<file path="config.mk">
export PLATFORM = sky130hd
export DESIGN_NAME = cvxh_fifo
export DESIGN_NICKNAME = d
export VERILOG_FILES = /design/src/rtl/core/assert_macros.svh /design/src/rtl/core/cvxh_fifo.sv
export SDC_FILE = /design/constraint.sdc
export NUM_CORES = 1
export LEC_CHECK = 0
export BUFFER_PORTS_ARGS = -buffer_cell sky130_fd_sc_hd__buf_4
export CAP_MARGIN = 5
export CORE_MARGIN = 10
export CORE_UTILIZATION = 46
export DETAILED_ROUTE_END_ITERATION = 10
export GPL_ROUTABILITY_DRIVEN = 0
export PLACE_DENSITY_LB_ADDON = 0.12
export SYNTH_ARGS = -nofsm -noshare
export SYNTH_HDL_FRONTEND = slang
export SYNTH_SLANG_ARGS = --single-unit
</file>
<file path="constraint.sdc">
create_clock -name i_clk -period 4.45 [get_ports i_clk]
set_clock_uncertainty 0.05 [all_clocks]
set_input_delay 0.6675 -clock i_clk [delete_from_list [all_inputs] [get_ports i_clk]]
set_output_delay 0.6675 -clock i_clk [all_outputs]
set_load 0.02 [all_outputs]
</file>
<file path="src/rtl/core/assert_macros.svh">
// assertion macros shared by the hull core rtl
// no dependencies; included by files that carry concurrent checks
`ifndef ASSERT_MACROS_SVH
`define ASSERT_MACROS_SVH

// implication checked while out of reset
`define CVXH_ASSERT_IMP(lbl, clk, rst_n, ante, cons) \
    lbl: assert property (@(posedge clk) disable iff (!rst_n) (ante) |-> (cons)) \
        else $error("implication check failed");

// condition that must hold in the cycle after reset
`define CVXH_ASSERT_RST(lbl, clk, rst_n, cons) \
    lbl: assert property (@(posedge clk) (!rst_n) |=> (cons)) \
        else $error("post-reset check failed");

`endif

</file>
<file path="src/rtl/core/cvxh_fifo.sv">
// small first-word-fall-through queue
// depends on nothing; used for the command and result queues
`default_nettype none

module cvxh_fifo #(
    parameter int WIDTH = 8,
    parameter int DEPTH = 4
) (
    input  logic             i_clk,
    input  logic             i_rst_n,
    input  logic             i_push,
    input  logic [WIDTH-1:0] i_data,
    output logic             o_full,
    input  logic             i_pop,
    output logic [WIDTH-1:0] o_data,
    output logic             o_empty
);
    localparam int PW = (DEPTH > 1) ? $clog2(DEPTH) : 1;
    localparam int NW = $clog2(DEPTH + 1);

    logic [WIDTH-1:0] r_mem [DEPTH];
    logic [PW-1:0]    r_wp;
    logic [PW-1:0]    r_rp;
    logic [NW-1:0]    r_cnt;
    logic             do_push;
    logic             do_pop;

    assign o_full  = (r_cnt == NW'(DEPTH));
    assign o_empty = (r_cnt == '0);
    assign do_push = i_push && !o_full;
    assign do_pop  = i_pop && !o_empty;
    assign o_data  = r_mem[r_rp];

    // storage
    always_ff @(posedge i_clk) begin
        if (do_push) begin
            r_mem[r_wp] <= i_data;
        end
    end

    // pointers and fill level
    always_ff @(posedge i_clk) begin
        if (!i_rst_n) begin
            r_wp  <= '0;
            r_rp  <= '0;
            r_cnt <= '0;
        end else begin
            if (do_push) begin
                r_wp <= (r_wp == PW'(DEPTH - 1)) ? '0 : r_wp + 1'b1;
            end
            if (do_pop) begin
                r_rp <= (r_rp == PW'(DEPTH - 1)) ? '0 : r_rp + 1'b1;
            end
            if (do_push && !do_pop) begin
                r_cnt <= r_cnt + 1'b1;
            end else if (!do_push && do_pop) begin
                r_cnt <= r_cnt - 1'b1;
            end
        end
    end

endmodule

`default_nettype wire

</file>
# Yosys cells after proc, flatten, opt, wreduce, memory -nomap -nowiden
# Memories as Yosys holds them, arrays and structs flattened. A register that Yosys moved wholly into a read port is not among the register bits.
# Index checks and enable logic that the tools add are counted.
dict set report word_totals {
  output_inout_bits 10
  n_memories 1
  word_cells 29
  reg_bits 7
  in_bits 12
  mem_bits_rw 32
}
dict set report op_classes {
  reduce_logical 10
  n_eq_ne 3
  addsub 4
  mux 8
}
# name depth word_bits rd rd_ports_with_merged_regs wr line
set mem_list {}
lappend mem_list {r_mem 4 8 1 1 1 cvxh_fifo.sv:21} ;# logic [WIDTH-1:0] r_mem [DEPTH];
# op count
set op_table {}
lappend op_table {{$mux 2} 4}
lappend op_table {{$mux 3} 2}
lappend op_table {{$add 2x1->2 const B} 2}
lappend op_table {{$eq 2x2->1 const B} 2}
lappend op_table {{$logic_and 1x1->1} 4}
lappend op_table {{$logic_not 1->1} 4}
lappend op_table {{$add 3x1->3 const B} 1}
lappend op_table {{$eq 3x3->1 const B} 1}
lappend op_table {{$logic_not 3->1} 1}
lappend op_table {{$sub 3x1->3 const B} 1}
lappend op_table {{$mux 1} 2}
lappend op_table {{$reduce_bool 2->1} 1}

# Logic depth before layout (Yosys ltp)
dict set report depth {
  depth_word 7
  mapped_depth 9
}

# Worst setup path before layout
# No wires, ideal clock.
dict set report synth_path {
  path_kind {in2reg}
  start {input i_push}
  end {register r_cnt[2]}
  path_buffers 1
  t_arrival_ns 2.092
  path_slack_ns 2.233
  stages 8
  path_cell_list {nor2b_1 > buf_2 > ha_1 > inv_1 > fa_1 > xor2_1 > or3_1 > a21boi_0}
}
dict set report synth_between {
  elab_chain_cells 4
}
# item line
set synth_rtl {}
lappend synth_rtl {{start, declared} cvxh_fifo.sv:11} ;# input logic i_push,
lappend synth_rtl {{$logic_and 1x1->1 *} cvxh_fifo.sv:30} ;# assign do_push = i_push && !o_full;
lappend synth_rtl {{named net do_push} cvxh_fifo.sv:25} ;# logic do_push;
lappend synth_rtl {{$logic_not 1->1} cvxh_fifo.sv:56} ;# end else if (!do_push && do_pop) begin
lappend synth_rtl {{$logic_and 1x1->1} cvxh_fifo.sv:56}
lappend synth_rtl {{$reduce_bool 2->1 (no source line)} --}
lappend synth_rtl {{end signal, assigned} cvxh_fifo.sv:55} ;# r_cnt <= r_cnt + 1'b1;
lappend synth_rtl {{end signal, assigned} cvxh_fifo.sv:57} ;# r_cnt <= r_cnt - 1'b1;
lappend synth_rtl {{end, declared} cvxh_fifo.sv:24} ;# logic [NW-1:0] r_cnt;
# The timed path passes the listed nets; every way through them passes the cells marked *.
# A chain may end at the register's enable or synchronous reset.

==> metrics.txt <==
Starting Density=about half; fin crit period=between 2000 and 3000 ps; Mapped Avg Cell Area=between 15 and 20 sq um; worst setup path class=reg2out; CP max-delay cell=dfxtp_1; Tcrit/Tclk final=~56%; critical path depth=2; Synth area leader=edfxtp_1; filler cell count=281; Synth Register Bits=41; status=complete, no violations; setup repair after global routing missed its margin=false; final cell count without fillers=around 160; design area=0.00188 sq mm; first-pass GRT wire length=between 4 and 5 mm; CP arrival=approximately 1800 ps; remaining antenna violation count after routing=0; met1 Use GR=~9.6%; largest net degree at the start of global routing=14; H-tree Lvls=2; Min-Delay Endpoint=r_mem[2][4]; Post-Syn Nets=roughly 110; Root Buffer=clkbuf_4; Cells after Synth=93; Worst Max-Slew Pin Slew=between 500 and 600 ps; reg-to-reg setup timing slack=2060 ps; VDD IR max=about 240 uV; CP Data Required Time=~3700 ps; worst hold margin=about 460 ps; Clock Sinks=41; fraction of layout cells with a size suffix above 1=31.4%; max_cap viols=0; router iterations before antenna repair=4; Resized cells post-CTS=0; vias in the first global route=around 900; GRT Overall Usage=under 10%; GR peak layer=met2; Die Width=between 70 and 80 microns; post-DR wirelength/cell=16.3 microns; Top delay family on crit path=flip-flops; Setup Buffers After CTS=0; total negative setup slack=0 ps; Slew Limit Fails=0; cell count of the worst reg-to-reg path=7; CP max stage delay=690 ps; CTS tree=done; Power Density=between 500 and 600 mW/mm^2; Initial DRC Count=30; Bufs on Longest Clock Path=2; Post-synth EDFFs=32; CP bufs+invs=1; worst skew pair latency=approximately 340 ps; met3 usage=4.28%; sequential share of the synthesized area=70.0%; Place WS=about 1800 ps; CTS Buf Count=5; Cell Chain, Critical Path=mux4_2 -> buf_4; Static Leak=about 0.7 nW; Reg2Reg Launch Point=r_cnt[1]; Ys Warns=0; count leader, synth=edfxtp_1; top-area cell type share of the netlist area=58.9%; Cells after DPL=around 160; Worst Setup End Kind=primary output; Worst-path clk slew=120 ps; fraction of registers with async set/reset=0%; Post-synth top cells=32 x edfxtp_1, 9 x dfxtp_1, 8 x mux4_2; DIE AREA=about 0.0063 sq mm; Layout Nets=between 100 and 150; reg2reg end=r_cnt[2]; routed wire length=roughly 2.7 mm; library cells used by synthesis=23; die height=~80 microns; diodes inserted=0; crit path launch type=register; port bufs=21; Placed Area=0.00183 sq mm; top post-synthesis cells by area=edfxtp_1 59%, dfxtp_1 11%, mux4_2 11%; Finish-stage setup viols=0; CP max FO=8; core area=between 0.003 and 0.004 sq mm; initial antenna violation count=0; min-delay src=i_data[4]; M2 GR Usage=15.0%; sequential cell area=between 0.001 and 0.0015 sq mm; Cell Rows=21; final setup margin=1940 ps; Synth Flop Type=edfxtp_1; Hold Crit Depth=1; Hold Fails Final Rpt=0; Rel. slew slack=62.6%; area grow syn2layout=15.5%; fmax=about 400 MHz; GR Overflow Total=0; residual DRC count=0; Top Ports=22; Post-CTS Hold Buffers=0; Via Count=around 830; Hold Path Class=in2reg; area of the mapped netlist=0.00163 sq mm; vias per cell=5.07; Multi-input gate area=~460 sq um
==> layout make-up <==
cell class              instances  area share (%)
clock buffers                   5            1.99
clock inverters                 3           0.930
inverters                       3           0.598
multi-input cells              45            24.5
flip-flops and latches         41            60.6
well taps                      46            3.06
repair buffers                 21            8.37
==> registers in the layout, summed over array words and instances, names as in the netlist, named ones only <==
name,flops
r_cnt,3
r_mem,32
r_rp,2
r_wp,2
==> power by group <==
part	total, mW	leakage, nW	internal [mW]	switching (mW)
combinational	0.301	0.282	0.154	0.148
clock	0.178	0.0326	0.0599	0.118
sequential	0.522	0.367	0.471	0.0512
==> per-layer routing <==
| metal | part of all wire, % | vias up |
|---|---|---|
| li1 | - | 401 |
| met1 | 39 | 405 |
| met2 | 54 | 20 |
| met3 | 5.6 | 6 |
| met4 | 1.6 | 0 |
| met5 | 0 | - |
==> placed cells by master, fill, tap and decap left out <==
master and instances:
edfxtp_1 32, buf_4 21, dfxtp_1 9, mux4_2 8, nand2_1 6, ha_1 6, and2_1 5, clkbuf_4 5
inv_1 3, mux2i_1 3, o21ai_0 3, nor2b_1 2, nor2_1 2, nand3_1 2, nor3b_2 1, nor3_1 1
o31ai_1 1, xnor2_1 1, xor2_1 1, or3_1 1, a21boi_0 1, fa_1 1, clkinv_4 1, clkinv_2 1
clkinv_1 1
==> per-stage QoR <==
stage               power, mW  util, %
floorplan               0.729        -
global placement        0.831     53.9
detailed placement      0.841     53.9
CTS                      1.02     55.6
global route             1.06     55.6
finish                   1.00     55.6
==> worst max-delay path by stage <==
stage	slack, ps	start	to
floorplan	2230	i_push	r_cnt[2]
global placement	1940	i_push	r_cnt[2]
detailed placement	1830	i_push	r_cnt[2]
CTS	1870	register	o_data[2]
global route	1760	register	o_data[2]
finish	1940	register	o_data[2]
==> cell families after synthesis <==
kind of cell / Yosys count / share of synthesized area, %
flops: 41 / 70.0
compound gates: 5 / 1.84
mux: 11 / 12.9
xor+xnor: 2 / 1.07
fa+ha+maj: 7 / 5.83
simple gates: 20 / 6.60
buf+inv: 7 / 1.76
Power figures use the tool's default switching activity.
