**src/rtl/core/assert_macros.svh**
```systemverilog
// assertion macros shared by the hull core rtl
// no dependencies; included by files that carry concurrent checks
`ifndef ASSERT_MACROS_SVH
`define ASSERT_MACROS_SVH

// implication checked while out of reset
`define CVXH_ASSERT_IMP(lbl, clk, rst_n, ante, cons) \
    lbl: assert property (@(posedge clk) disable iff (!rst_n) (ante) |-> (cons)) \
        else $error("implication check failed");

// condition that must hold in the cycle after reset
`define CVXH_ASSERT_RST(lbl, clk, rst_n, cons) \
    lbl: assert property (@(posedge clk) (!rst_n) |=> (cons)) \
        else $error("post-reset check failed");

`endif

```
**src/rtl/core/cvxh_pkg.sv**
```systemverilog
// types and constants for the convex hull core
// no dependencies; imported by the front, back and top modules of the core
`default_nettype none

package cvxh_pkg;

    localparam int COORD_W = 12;
    localparam int DIFF_W  = COORD_W + 1;
    localparam int PROD_W  = 2 * DIFF_W;
    localparam int TURN_W  = PROD_W + 1;
    localparam int MAN_W   = COORD_W + 2;

    typedef logic [COORD_W-1:0] t_coord;

    typedef struct packed {
        t_coord x;
        t_coord y;
    } t_point;

    // command passed from the front to the back
    typedef struct packed {
        t_point pt;
        logic   store;
        logic   close;
        logic   drop;
    } t_cmd;

    // one hull vertex ready for transfer
    typedef struct packed {
        t_point pt;
        logic   last;
        logic   drop;
    } t_vertex;

endpackage

`default_nettype wire

```
**src/rtl/core/cvxh_front.sv**
```systemverilog
// front end: accepts points and classifies them as store, close or drop
// depends on cvxh_pkg
`default_nettype none

module cvxh_front #(
    parameter int MAX_POINTS = 64
) (
    input  logic           i_clk,
    input  logic           i_rst_n,
    input  logic           i_push,
    input  cvxh_pkg::t_coord i_point_x,
    input  cvxh_pkg::t_coord i_point_y,
    input  logic           i_set_end,
    output logic           o_full,
    output cvxh_pkg::t_cmd o_cmd,
    output logic           o_cmd_push,
    input  logic           i_cmd_full
);
    import cvxh_pkg::*;

    localparam int CW = $clog2(MAX_POINTS + 1);

    logic [CW-1:0] r_count;
    logic          r_ovf;
    logic          room;

    assign o_full     = i_cmd_full;
    assign o_cmd_push = i_push && !i_cmd_full;
    assign room       = (r_count != CW'(MAX_POINTS));

    // command built from the incoming point
    always_comb begin
        o_cmd.pt.x  = i_point_x;
        o_cmd.pt.y  = i_point_y;
        o_cmd.store = room;
        o_cmd.close = i_set_end;
        o_cmd.drop  = r_ovf || !room;
    end

    // occupancy of the current set
    always_ff @(posedge i_clk) begin
        if (!i_rst_n) begin
            r_count <= '0;
            r_ovf   <= 1'b0;
        end else if (o_cmd_push) begin
            if (i_set_end) begin
                r_count <= '0;
                r_ovf   <= 1'b0;
            end else if (room) begin
                r_count <= r_count + 1'b1;
            end else begin
                r_ovf <= 1'b1;
            end
        end
    end

endmodule

`default_nettype wire

```
**config.mk**
```make
export PLATFORM = sky130hd
export DESIGN_NAME = cvxh_front
export DESIGN_NICKNAME = d
export VERILOG_FILES = /design/src/rtl/core/assert_macros.svh /design/src/rtl/core/cvxh_pkg.sv /design/src/rtl/core/cvxh_front.sv
export SDC_FILE = /design/constraint.sdc
export NUM_CORES = 1
export LEC_CHECK = 0
export ABC_AREA = 1
export BUFFER_PORTS_ARGS = -buffer_cell sky130_fd_sc_hd__buf_4
export CORE_MARGIN = 10
export CORE_UTILIZATION = 38
export DETAILED_ROUTE_END_ITERATION = 12
export GPL_TIMING_DRIVEN = 0
export PLACE_DENSITY = 0.84
export REMOVE_ABC_BUFFERS = 1
export SKIP_LAST_GASP = 1
export SYNTH_ARGS = -nofsm -noshare
export SYNTH_HDL_FRONTEND = slang
export SYNTH_SLANG_ARGS = --single-unit
```
**constraint.sdc**
```tcl
create_clock -name i_clk -period 1.53 [get_ports i_clk]
set_input_delay 0.0765 -clock i_clk [delete_from_list [all_inputs] [get_ports i_clk]]
set_output_delay 0.0765 -clock i_clk [all_outputs]
set_load 0.02 [all_outputs]
```
; Yosys cells after proc, flatten, opt, wreduce, memory -nomap -nowiden
; Cells that the tools add are included.
[totals]
reg_bits = 8
inputBits = 29
out_inout_bits = 29
elab_cells = 16
[op_classes]
n_addsub = 1
n_eq_ne = 2
mux = 4
n_reduce_logical = 7
[ops]
columns = op, count
row1 = 2-to-1 mux 7 bit, 2
row2 = "adder 7 x 1 -> 7 bit, second input constant", 1
row3 = "inequality test 7 bit, second input constant", 1
row4 = AND reduction 2 bit, 2
row5 = zero test 1 bit, 2
row6 = 2-to-1 mux 1 bit, 2
row7 = "inequality test 2 bit, second input constant", 1
row8 = nonzero test 2 bit, 1
row9 = logical AND 1 bit, 1
row10 = logical OR 1 bit, 1

; Depth between registers and ports, before layout
; Gate-level depths: netlist of the first run.
[logic_depth]
ltp_word = 3
ltp_mapped = 11
ltp_nobuf = 11

; Worst setup path before layout of the first run
; OpenSTA, ideal clock, no wires.
[synth_timing]
path_kind = reg-to-reg
from = register r_count[0]
to = register r_ovf
arrival_ns = 1.130
path_slack_ns = 0.282
stages_incl_launch_ff = 8
path_buffers = 0
period_less_slack_ns = 1.248
path_cell_list = dfxtp_1 > inv_1 > ha_1 > inv_1 > nor2_2 > nand3_2 > nand2_1 > nor3b_2
[synth_via]
elab_chain_len = 3
[synth_lines]
columns = element, line
row1 = "start, declared", cvxh_front.sv:23  ; logic [CW-1:0] r_count;
row2 = "start signal, assigned", cvxh_front.sv:50  ; r_count <= r_count + 1'b1;
row3 = inequality test 7 bit, cvxh_front.sv:29  ; assign room = (r_count != CW'(MAX_POINTS));
row4 = via room, cvxh_front.sv:25  ; logic room;
row5 = inequality test 2 bit (no source line), --
row6 = AND reduction 2 bit (no source line), --
row7 = "end signal, assigned", cvxh_front.sv:44  ; r_ovf <= 1'b0;
row8 = "end signal, assigned", cvxh_front.sv:48  ; r_ovf <= 1'b0;
row9 = "end signal, assigned", cvxh_front.sv:52  ; r_ovf <= 1'b1;
row10 = "end, declared", cvxh_front.sv:24  ; logic r_ovf;
; The timed path passes the listed nets, and every way through them passes these cells.
; A chain may end at the register's enable or synchronous reset.

==> results.sh, run 1 <==
export IMPL_holdBufCountCts=0
export IMPL_hold_viol=0
export IMPL_synth_area_leaders="buf_4, dfxtp_1, nand2_1"
export IMPL_chipWidth_um=63.29
export IMPL_cp_max_fo=4
export IMPL_cts_tree="built"
export IMPL_drtPass1Iterations=4
export IMPL_final_layout_size_suffix_gt1_frac=0.2472
export IMPL_multi_input_area_sq_um=304.0
export IMPL_path_class="reg2out"
export IMPL_p_leak_nw=0.2779
export IMPL_wirelength_mm=1.879
export IMPL_postCtsSetupBuffers=0
export IMPL_clk_latency_ns=0.26
export IMPL_grt_util_all_layers=0.08848
export IMPL_area_growth_syn_to_layout_pct=-11.42
export IMPL_via_count=559
export IMPL_reg2reg_to="r_count[6]"
export IMPL_p_per_area_nw_per_um2=694.7
export IMPL_cap_violations=0
export IMPL_die_area_sq_um=4005
export IMPL_setup_tns_ns=0
export IMPL_rows=15
export IMPL_wl_per_cell_um=16.48
export IMPL_ys_types=18
export IMPL_cp_data_arrival_time_ns=1.34
export IMPL_hold_depth=3
export IMPL_cp_end_kind="primary output"
export IMPL_drc=0
export IMPL_r2r_setup_slack_ns=0.17
export IMPL_tightestPinTransition_ns=0.2391
export IMPL_drtIter0Drc=9
export IMPL_synth_top_area_share=0.2847
export IMPL_required_ns=1.45
export IMPL_clock_sinks=8
export IMPL_htree_levels=1
export IMPL_grt_overflow_total=0
export IMPL_initial_utilization=0.4079
export IMPL_ys_warn_count=0
export IMPL_netlist_area_sq_um=711.9
export IMPL_grt_pass1_wl_mm=2.691
export IMPL_rsz0062_at_grt="no"
export IMPL_hold_start="i_rst_n"
export IMPL_max_slew_margin=0.8404
export IMPL_portBuffers=9
export IMPL_peakVddDrop_mv=0.3561
export IMPL_cts_buffers=3
export IMPL_max_freq_mhz=705.0
export IMPL_gp_congestion=0.7857
export IMPL_r2r_cells=11
export IMPL_outcome="complete, no violations"
export IMPL_setup_violations=0
export IMPL_final_cells=114
export IMPL_regArea_sq_um=160.2
export IMPL_fin_crit_ns=1.418
export IMPL_hold_slack_ns=0.1062
export IMPL_hp_class="in2reg"
export IMPL_final_antenna_net_count=0
export IMPL_synth_cells=104
export IMPL_fin_crit_sh=0.9270
export IMPL_grt_max_degree=10
export IMPL_synth_avg_cell_area_sq_um=6.846
export IMPL_p_total_mw=0.4381
export IMPL_grt_pass1_vias=527
export IMPL_nFillCells=189
export IMPL_rr_startpoint="r_count[0]"
export IMPL_placed_cells=111
export IMPL_clock_skew_ns=0.01283
export IMPL_holdPathEnd="r_count[5]"
export IMPL_clock_path_buffers=2
export IMPL_pre_cts_slack_ns=0.1664
export IMPL_root_buffer="clkbuf_4"
export IMPL_final_area_sq_um=630.6
export IMPL_antenna_found_initial=0
export IMPL_cp_start_kind="flip-flop"
export IMPL_cts_resized_gates=0
export IMPL_coreArea_sq_um=1745
export IMPL_dpl_cell_area_sq_um=608.1
export IMPL_synth_top_cell_by_area="buf_4"
export IMPL_dp_hpwl_mm=1.471
export IMPL_via_per_inst=4.904
export IMPL_final_max_slew_violation_count=0
export IMPL_fin_util=0.3613
export IMPL_clk_pin_slew_worst_paths_ns=0.06
export IMPL_die_height_um=63.29
export IMPL_num_io_pins=58
export IMPL_final_nets=122
export IMPL_diodes=0
export IMPL_synth_seq_cells=8
export IMPL_fin_ws_ns=0.1116
export IMPL_seq_area_frac_synth=0.2250
-- worst max-delay path, stage by stage (launching register included) --
cell and delay, ns:
dfxtp_1 0.35, inv_1 0.08, ha_1 0.20, inv_1 0.06, nor2_2 0.04, nand3_2 0.13, nand2_1 0.08, buf_4 0.16
-- cell families (layout without fill, tap and decap cells) --
family	after synthesis	in the layout	synth area share
AO/OA/AOI/OAI	7	7	0.05273
adder cells (fa/ha/maj)	2	2	0.03514
buffers and inverters	39	24	0.3480
flip-flops	8	8	0.2250
AND/OR/NAND/NOR	48	48	0.3392
-- worst max-delay path by stage --
stage,start,to
global route,r_count[0],o_cmd[0]
finish,r_count[0],o_cmd[0]
floorplan,r_count[0],r_ovf
detailed placement,r_count[0],r_count[6]
global placement,r_count[0],r_count[6]
CTS,r_count[0],o_cmd[0]
-- state kept, by name, summed over array words and instances (netlist names) --
signal and count:
r_ovf 1, r_count 7
-- cell type report --
cell class | count | share of cell area
clock buffers | 3 | 0.03571
multi-input cells | 57 | 0.4821
flip-flops and latches | 8 | 0.2540
repair buffers | 9 | 0.1071
well taps | 25 | 0.04960
inverters | 12 | 0.07143
-- cells in the mapped netlist (all sizes together) --
library cell,n
nand2,25
nor3b,1
dfxtp,8
inv,12
o21bai,1
nor3,1
nand3,8
buf,27
nor2,12
a21oi,6
nand3b,1
ha,2
-- power breakdown --
part | switching, mW | leakage, nW | total [mW] | internal [mW]
clock network | 0.0778 | 0.0138 | 0.168 | 0.0902
registers | 0.00153 | 0.0646 | 0.212 | 0.210
logic | 0.0356 | 0.200 | 0.0581 | 0.0225
total | 0.115 | 0.278 | 0.438 | 0.323
-- cell usage in the layout (no fill, tap or decap), drive strengths merged --
master	Yosys	routed
nand2	25	25
inv	12	12
nor2	12	12
buf	27	9
dfxtp	8	8
nand3	8	8
a21oi	6	6
clkbuf	0	3
ha	2	2
nand3b	1	1
o21bai	1	1
nor3	1	1
nor3b	1	1
-- routing by layer --
metal,wire length (um),share of wire,vias up,track usage
met5,0,0,-,0
li1,-,-,270,-
met2,686,0.37,32,0.1041
met4,8,0.0043,0,0.008197
met3,283,0.15,2,0.08834
met1,900,0.48,255,0.1118
Power figures use the tool's default switching activity.
==> inputs of run 2 (changes only) <==
CORE_UTILIZATION = 34   (was 38)
PLACE_DENSITY = 0.79   (was 0.84)
REMOVE_ABC_BUFFERS = not set   (was 1)
clock period = 1.2 ns   (was 1.53 ns; I/O delays follow)
==> run 2 against run 1 <==
  * The run now ends with negative setup slack left
  * Wire length increased by 18%
  * Worst hold slack got worse by 0.019 ns
  * Final cell count increased by 50%
  * Global-route usage increased by 1.8 points
  * Utilization increased by 20 points
  * Sequential power increased by 28%
  * Clock skew decreased by 0.013 ns
  * Critical endpoint is now o_cmd[2]
==> results.sh, run 2 (synthesis results as in run 1) <==
export IMPL_outcome="complete, but fails checks"
export IMPL_violations="negative setup slack"
export IMPL_portBuffers=33
export IMPL_cp_start_kind="flip-flop"
export IMPL_clk_pin_slew_worst_paths_ns=0.06
export IMPL_fin_crit_ns=1.378
export IMPL_p_leak_nw=0.5488
export IMPL_holdPathEnd="r_count[1]"
export IMPL_syn_nets=135
export IMPL_clock_path_buffers=2
export IMPL_rsz0062_at_grt="yes"
export IMPL_r2r_setup_slack_ns=-0.10
export IMPL_drc=0
export IMPL_die_height_um=65.76
export IMPL_cts_buffers=3
export IMPL_via_count=760
export IMPL_drtPass1Iterations=4
export IMPL_clk_latency_ns=0.26
export IMPL_peakVddDrop_mv=0.4324
export IMPL_required_ns=1.14
export IMPL_drtIter0Drc=7
export IMPL_chipWidth_um=65.76
export IMPL_cp_end_kind="primary output"
export IMPL_p_total_mw=0.7760
export IMPL_clock_sinks=8
export IMPL_setup_violations=8
export IMPL_regMostFlops="r_count"
export IMPL_fin_crit_sh=1.148
export IMPL_die_area_sq_um=4324
export IMPL_final_layout_size_suffix_gt1_frac=0.5972
export IMPL_rr_startpoint="r_count[0]"
export IMPL_crit_slowest_cell="dfxtp_2"
export IMPL_grt_max_degree=10
export IMPL_r2r_cells=9
export IMPL_wl_per_cell_um=12.99
export IMPL_reg2reg_to="r_count[3]"
export IMPL_root_buffer="clkbuf_4"
export IMPL_cp_data_arrival_time_ns=1.32
export IMPL_wirelength_mm=2.221
export IMPL_coreArea_sq_um=1982
export IMPL_tightestPinTransition_ns=0.2629
export IMPL_htree_levels=1
export IMPL_final_antenna_net_count=0
export IMPL_final_max_slew_violation_count=0
export IMPL_final_cell_mix="buf_4, nand2_1, nor2_1, inv_1, nand3_1"
export IMPL_grt_pass1_wl_mm=3.581
export IMPL_area_growth_syn_to_layout_pct=56.94
export IMPL_cts_tree="built"
export IMPL_fin_ws_ns=-0.1779
export IMPL_grt_pass1_vias=821
export IMPL_grt_overflow_total=0
export IMPL_path_class="reg2out"
export IMPL_final_nets=177
export IMPL_num_io_pins=58
export IMPL_via_per_inst=4.444
export IMPL_crit_chain="inv_2 > ha_4 > inv_2 > nor2_4 > nand3_4 > buf_6 > buf_6"
export IMPL_cap_violations=0
export IMPL_diodes=0
export IMPL_grt_util_all_layers=0.1064
export IMPL_hold_depth=3
export IMPL_largest_reg_flops=7
export IMPL_fin_util=0.5638
export IMPL_rows=16
export IMPL_hold_start="i_rst_n"
export IMPL_antenna_found_initial=0
export IMPL_worst_path_largest_cell_delay_ns=0.33
export IMPL_dp_hpwl_mm=1.764
export IMPL_initial_utilization=0.3592
export IMPL_holdBufCountCts=0
export IMPL_p_per_area_nw_per_um2=694.5
export IMPL_layout_commonest_cell="buf_4"
export IMPL_max_slew_margin=0.8245
export IMPL_biggestRegsByFlops="r_count x7, r_ovf x1"
export IMPL_gp_congestion=0.8971
export IMPL_max_freq_mhz=725.7
export IMPL_cp_max_fo=4
export IMPL_pre_cts_slack_ns=-0.1423
export IMPL_clock_skew_ns=0.0003061
export IMPL_hp_class="in2reg"
export IMPL_nFillCells=192
export IMPL_hold_viol=0
run 2: changes by cell type in the layout (fill, tap and decap cells not counted), moves of 2 or more:
cell | previous run | this run
ha_1 | 2 | 0
ha_4 | 0 | 2
dfxtp_2 | 0 | 2
dfxtp_1 | 8 | 6
buf_6 | 0 | 3
inv_1 | 11 | 8
nor2_4 | 1 | 3
buf_4 | 9 | 61
nor2_2 | 3 | 1
inv_2 | 1 | 4
run 2: worst max-delay path by stage:
stage	startpoint	endpoint	slack [ns]	cells past startpoint
global route	r_count[0]	o_cmd[2]	-0.23	7
finish	r_count[1]	o_cmd[2]	-0.18	7
CTS	r_count[1]	o_cmd[2]	-0.15	7
detailed placement	r_count[0]	r_count[6]	-0.14	11
global placement	r_count[0]	r_count[6]	-0.1	11
floorplan	r_count[0]	r_count[6]	-0.005	11
run 2: through the flow:
| stage | setup TNS (ns) | area [sq um] | hold WS (ns) | std cells |
|---|---|---|---|---|
| global placement | -0.3071 | 997.2 | 0.3201 | 164 |
| global route | -1.239 | 1117 | 0.08898 | 171 |
| finish | -0.5826 | 1117 | 0.08745 | 171 |
| floorplan | -0.004598 | 715.7 | 0.1676 | 104 |
| detailed placement | -0.6496 | 997.2 | 0.3203 | 164 |
| CTS | -0.5207 | 1092 | 0.08649 | 170 |
run 2: routing by layer:
metal	part of all wire	vias to the layer above	GRT usage
met3	0.17	7	0.08983
li1	-	376	-
met1	0.32	334	0.08349
met4	0.019	0	0.05348
met2	0.49	43	0.1812
met5	0	-	0
run 2: layout make-up:
cell class	count	area, sq um	share of cell area
multi-input cells	57	361.6	0.3236
repair buffers	37	285.3	0.2553
plain buffers	27	206.4	0.1848
flip-flops and latches	8	162.7	0.1456
inverters	12	45.04	0.04031
well taps	27	33.78	0.03024
clock buffers	3	22.52	0.02016
run 2: where the power goes:
group | switching [mW] | internal (mW)
clock network | 0.105 | 0.115
logic | 0.139 | 0.145
registers | 0.00212 | 0.269
total | 0.246 | 0.530
run 2: what timing repair did:
item,CTS,global route
endpoints found under the hold margin,0,0
setup endpoints to repair,9,9
resized for setup,12,3
buffers inserted,3,1
pin swaps,5,2
run 2: critical path: cells and delay by family (launching register included):
kind,cells,cell delay [ns]
fa+ha+maj,1,0.13
simple gates,2,0.23
flops,1,0.33
buf+inv,4,0.38
